**src/design/fosp_pkg.sv**
```systemverilog
package fosp_pkg;

  localparam int ObjW   = 24;
  localparam int CamW   = 32;
  localparam int MagW   = 32;
  localparam int SumW   = 66;
  localparam int RootW  = 33;
  localparam int FracW  = 8;
  localparam int NumW   = 56;
  localparam int DenW   = 33;
  localparam int QuoW   = 32;
  localparam int Lanes  = 4;
  localparam int ScaleLane = 3;

  localparam logic [31:0] ScaleOne = 32'h0001_0000;
  localparam logic [31:0] ScaleMax = 32'hFFFF_FFFF;

  // register indexes of the configuration port
  typedef enum logic [1:0] {
    REG_DIST_LIMIT = 2'd0,
    REG_RADIUS     = 2'd1,
    REG_SCALE_NUM  = 2'd2,
    REG_SCALE_GAIN = 2'd3
  } cfg_reg_e;

  // per-item data carried beside the length computation
  typedef struct packed {
    logic [2:0][CamW-1:0] obj;
    logic [2:0][CamW-1:0] cam;
    logic [2:0][MagW-1:0] mag;
    logic [2:0]           neg;
  } front_side_t;

  // one divider lane: partial remainder, dividend bits (quotient shifts in), divisor
  typedef struct packed {
    logic [DenW-1:0] rem;
    logic [QuoW-1:0] low;
    logic [DenW-1:0] den;
  } div_lane_t;

  // per-item data carried beside the dividers
  typedef struct packed {
    logic [2:0][CamW-1:0] base;
    logic [2:0]           neg;
    logic                 zero_len;
    logic                 zero_int;
    logic                 near;
  } div_side_t;

  typedef struct packed {
    logic [2:0][CamW-1:0] place;
    logic [31:0]          scale;
    logic                 near;
  } res_t;

endpackage

```
**src/design/fosp_skid.sv**
```systemverilog
module fosp_skid
  import fosp_pkg::*;
(
  input  logic clk_i,
  input  logic rst_ni,
  input  logic valid_i,
  input  res_t data_i,
  output logic ready_o,
  output logic valid_o,
  input  logic ready_i,
  output res_t data_o
);

  logic out_valid_q, skid_valid_q;
  res_t out_q, skid_q;

  // upstream advances only while the spare slot is empty
  assign ready_o = !skid_valid_q;

  always_ff @(posedge clk_i or negedge rst_ni) begin
    if (!rst_ni) begin
      out_valid_q  <= 1'b0;
      skid_valid_q <= 1'b0;
    end else if (ready_i || !out_valid_q) begin
      if (skid_valid_q) begin
        out_valid_q  <= 1'b1;
        skid_valid_q <= 1'b0;
      end else begin
        out_valid_q <= valid_i;
      end
    end else if (valid_i && !skid_valid_q) begin
      skid_valid_q <= 1'b1;
    end
  end

  always_ff @(posedge clk_i) begin
    if (ready_i || !out_valid_q) begin
      out_q <= skid_valid_q ? skid_q : data_i;
    end else if (valid_i && !skid_valid_q) begin
      skid_q <= data_i;
    end
  end

  assign valid_o = out_valid_q;
  assign data_o  = out_q;

endmodule

```
**config.mk**
```make
export PLATFORM = sky130hd
export DESIGN_NAME = fosp_skid
export DESIGN_NICKNAME = d
export VERILOG_FILES = /design/src/design/fosp_pkg.sv /design/src/design/fosp_skid.sv
export SDC_FILE = /design/constraint.sdc
export NUM_CORES = 1
export LEC_CHECK = 0
export BUFFER_PORTS_ARGS = -buffer_cell sky130_fd_sc_hd__buf_2
export CORE_AREA = 2 2 150 152
export CTS_CLUSTER_DIAMETER = 80
export DETAILED_ROUTE_END_ITERATION = 10
export DIE_AREA = 0 0 152 154
export PLACE_DENSITY = 0.81
export RECOVER_POWER = 25
export SKIP_LAST_GASP = 1
export SYNTH_ARGS = -nofsm -noshare
export SYNTH_HDL_FRONTEND = slang
export SYNTH_SLANG_ARGS = --single-unit
```
**constraint.sdc**
```tcl
create_clock -name clk_i -period 13.15 [get_ports clk_i]
set_input_delay 1.315 -clock clk_i [delete_from_list [all_inputs] [get_ports clk_i]]
set_output_delay 1.315 -clock clk_i [all_outputs]
set_load 0.05 [all_outputs]
```
# After elaboration in Yosys (flattened, before gate mapping)
# Cells that the tools add are included.
# W data, S select, Z words.
[totals]
register_bits = 260
input_bits = 133
out_inout_bits = 131
word_cells = 23
[op_classes]
mux = 4
n_bitwise = 1
reduce_logical = 6
[ops]
columns = ["cell", "count"]
rows = [
  ["$mux W129", 1],
  ["$mux W1", 3],
  ["$logic_not A1 Y1", 2],
  ["$reduce_and A2 Y1", 1],
  ["$reduce_bool A2 Y1", 1],
  ["$logic_and A1 B1 Y1", 1],
  ["$logic_or A1 B1 Y1", 1],
  ["$not A1 Y1", 1],
]

# Longest topological paths before layout
[logic_depth]
depth_word = 4
mapped_depth = 5
ltp_nobuf = 2

# Worst setup path after synthesis
# No wires, ideal clock.
[synth_path]
kind = "input to register"
from = "input ready_i"
to = "register skid_q[0] (netlist name), enable pin"
setup_time_ns = 0.801
arrival_ns = 14.198
required_time_ns = 12.349
setup_slack_ns = -1.849
path_stages = 2
path_buffers = 0
path_cell_list = "nand2b_1 -> nor3b_1"
[synth_between]
elab_chain_cells = 3
[synth_lines]
columns = ["element", "line", "rtl"]
rows = [
  ["start: declaration", "fosp_skid.sv:10", "input logic ready_i,"],
  ["$logic_or A1 B1 Y1", "fosp_skid.sv:37", "if (ready_i || !out_valid_q) begin"],
  ["$not A1 Y1 (no line)", "--", ""],
  ["$reduce_and A2 Y1 (no line)", "--", ""],
  ["end signal: assignment", "fosp_skid.sv:40", "skid_q <= data_i;"],
  ["end: declaration", "fosp_skid.sv:15", "res_t out_q, skid_q;"],
]
# No other way between the ends.
# A chain may end at the register's enable or synchronous reset.

# Worst setup path in the final report
[layout_path]
from = "register skid_valid_q"
to = "output ready_o"
[layout_between]
elab_chain_cells = 1
[layout_lines]
columns = ["element", "line", "rtl"]
rows = [
  ["start: declaration", "fosp_skid.sv:14", "logic out_valid_q, skid_valid_q;"],
  ["start signal: assignment", "fosp_skid.sv:23", "skid_valid_q <= 1'b0;"],
  ["start signal: assignment", "fosp_skid.sv:27", "skid_valid_q <= 1'b0;"],
  ["start signal: assignment", "fosp_skid.sv:32", "skid_valid_q <= 1'b1;"],
  ["$logic_not A1 Y1", "fosp_skid.sv:18", "assign ready_o = !skid_valid_q;"],
  ["end: declaration", "fosp_skid.sv:8", "output logic ready_o,"],
]
# No other way between the ends.

==> flow_summary_export.csv <==
group,metric,value,unit
status,status,"finished with violations",
power,ir_drop,0.0001120,V
setup_path,path_max_fanout,48,
route,totalWireLength,18160,um
synthesis,yosysTopAreaCell,"edfxtp_1",
route,vias,4837,
clock_network,post_cts_resized,0,
placement,hpwlAfterDp,11940,um
grt,grt_pass1_vias,5047,
clock_network,postCtsSetupBuffers,0,
timing,period_needed,4.770,ns
cells_and_area,nFillCells,1735,
power,finalPower,0.001950,W
grt,grtUsageTotal,0.1511,
timing,timing.final.setup_violations,0,
route,drc,0,
synthesis,synth_cell_types,11,
floorplanning,dieWidth,152,um
floorplanning,coreArea,21690,um2
placement,gp_congestion,0.7771,
cells_and_area,mostFrequentLayoutCells,"258 x edfxtp_1, 170 x buf_2, 99 x clkbuf_1",
synthesis,synth-seq-cells,260,
cells_and_area,nets,825,
worst_hold_path,hold_path.class,"register to register",
timing,clock_skew,0.007003,ns
power,p_int,0.001435,W
cells_and_area,layout_commonest_cell,"edfxtp_1",
synthesis,syn-num-nets,543,
clock_network,cts.htree.levels,1,
setup_path,worstPathRequired,11.84,ns
synthesis,netlist_top_cells_area,"edfxtp_1 80%, mux2_4 12%, mux2_2 6.0%, buf_6 1.2%, dfrtp_1 0.52%",
timing,max_freq,209.7,MHz
route,wl_per_cell,18.35,um
power,sw_frac_of_total,0.2638,
synthesis,avgSynthCellArea,23.67,um2
clock_network,hold_buffers,0,
power,pwr-share-seq,0.514,
cells_and_area,area_delta_synth_final,22.21,%
setup_path,critPathArrivalTime,3.45,ns
timing,maxSlewHeadroom,-0.3926,
power,switching_power,0.0005144,W
timing,tns,0,ns
timing,hold_violations,0,
route,final_antenna_net_count,0,
synthesis,synth_top_cell_area_share,0.7982,
synthesis,synth_area,9706,um2
route,via_per_inst,4.886,
clock_network,cts_tree,"done",
setup_path,critical_path_class,"register to output port",
cells_and_area,drive_gt1_frac,0.4534,
setup_path,critPathLaunchType,"register",
clock_network,cts_sinks,260,
clock_network,path_clk_slew,0.06,ns
route,firstDrtPassIters,4,
synthesis,ys_seq_area_frac,0.8034,
grt,grt_max_degree,80,
power,pwr-share-comb,0.146,
power,p_clk_frac,0.340,
setup_path,end_kind,"output port",
timing,tightest_slew,2.089,ns
timing,maxSlewViolCount,49,
grt,grt-ovfl-total,0,
clock_network,cts-root-buf,"clkbuf_16",
power,leakagePower,4.392,nW
timing,rsz0062_at_grt,"no",
power,power.density,164.4,nW/um2
floorplanning,fp.dieH,154,um
synthesis,synth_cells,410,
grt,grt_pass1_wl,28160,um
floorplanning,num_rows,54,
grt,antenna_found_initial,3,
route,drt-initial-drc-count,271,
clock_network,worstSkewPairLatency,0.52,ns
floorplanning,dieArea,23410,um2
status,failed_checks,"max-capacitance violations, max-slew violations",
clock_network,cts_buffers,27,
floorplanning,floorplan.initialDensity,0.4475,
synthesis,yosysWarnings,0,
floorplanning,io_pins,264,
timing,period_share,0.3627,
placement,port_buffers,263,
clock_network,cts_buffer_depth,3,
job,maxCapViolCount,1,
-- per-stage QoR --
step | cells | area [um2] | setup WS (ns) | util | hold WS [ns]
3_5_place_dp | 943 | 11290 | 9.638 | 0.5205 | 0.5317
2_1_floorplan | 410 | 9713 | 0.5527 | - | 0.5231
5_1_grt | 988 | 11860 | 8.161 | 0.5467 | 0.5537
6_report | 990 | 11860 | 8.380 | 0.5469 | 0.5358
3_3_place_gp | 943 | 11290 | 9.699 | 0.5205 | 0.5269
4_1_cts | 988 | 12040 | 9.255 | 0.5553 | 0.5353
-- registers in the layout, indices dropped and copies added, names as in the netlist --
name	flops
skid_valid_q	1
valid_o	1
skid_q	129
data_o	129
-- power groups by stage --
stage	combinational (W)	clock, W	sequential, W
2_1_floorplan	0.0000841	0	0.00116
3_3_place_gp	0.000291	0	0.00102
3_5_place_dp	0.000295	0	0.00102
4_1_cts	0.000295	0.000683	0.00100
5_1_grt	0.000298	0.000718	0.00101
6_report	0.000285	0.000664	0.00100
-- path summary, 6_finish.rpt --
| kind | start | endpoint | slack [ns] | depth (start not counted) |
|---|---|---|---|---|
| worst max-delay path | skid_valid_q | ready_o | 8.38 | 3 |
| worst min-delay path | skid_q[102] | data_o[102] | 0.54 | 1 |
| worst max register to register | skid_valid_q | skid_q[114] | 9.57 | 3 |
| worst min register to register | skid_q[102] | data_o[102] | 0.54 | 1 |
| max in group asynchronous | rst_ni | skid_valid_q | 12.40 | 1 |
| min in group asynchronous | rst_ni | valid_o | 0.60 | 1 |
-- worst max-delay path, stage by stage (launching register included) --
cell	delay, ns
dfrtp_1	1.74
buf_4	0.82
inv_1	0.09
buf_2	0.24
-- cells by family after synthesis --
group | share of synthesized area
DFF | 0.8034
buffers and inverters | 0.01457
and+or+nand+nor | 0.002579
muxes | 0.1795
-- metal layers --
| layer | wire length, um | GRT usage | vias up | share of wire |
|---|---|---|---|---|
| met2 | 8368 | 0.2409 | 205 | 0.46 |
| met3 | 1677 | 0.05862 | 47 | 0.092 |
| met1 | 7466 | 0.1916 | 2380 | 0.41 |
| met5 | 34 | 0 | - | 0.0019 |
| li1 | - | - | 2201 | - |
| met4 | 618 | 0.04895 | 4 | 0.034 |
-- Yosys cell counts --
cell type	n
nor3b_1	1
mux2_2	52
mux2_4	77
edfxtp_1	258
inv_1	1
dfrtp_1	2
buf_2	5
nand2b_1	1
nand2_1	1
nor2_1	2
buf_6	10
-- layout make-up --
type                       instances  area (um2)  area share
inverter                           1       3.754   0.0003165
clock inverter                    12       57.56    0.004852
multi-input combinational        134        1712      0.1443
antenna                            2       5.005   0.0004219
sequential                       260        7797      0.6574
timing repair buffer             268        1237      0.1043
tap                              280       350.3     0.02954
clock buffer                      33       698.2     0.05886
Power figures use the tool's default switching activity.
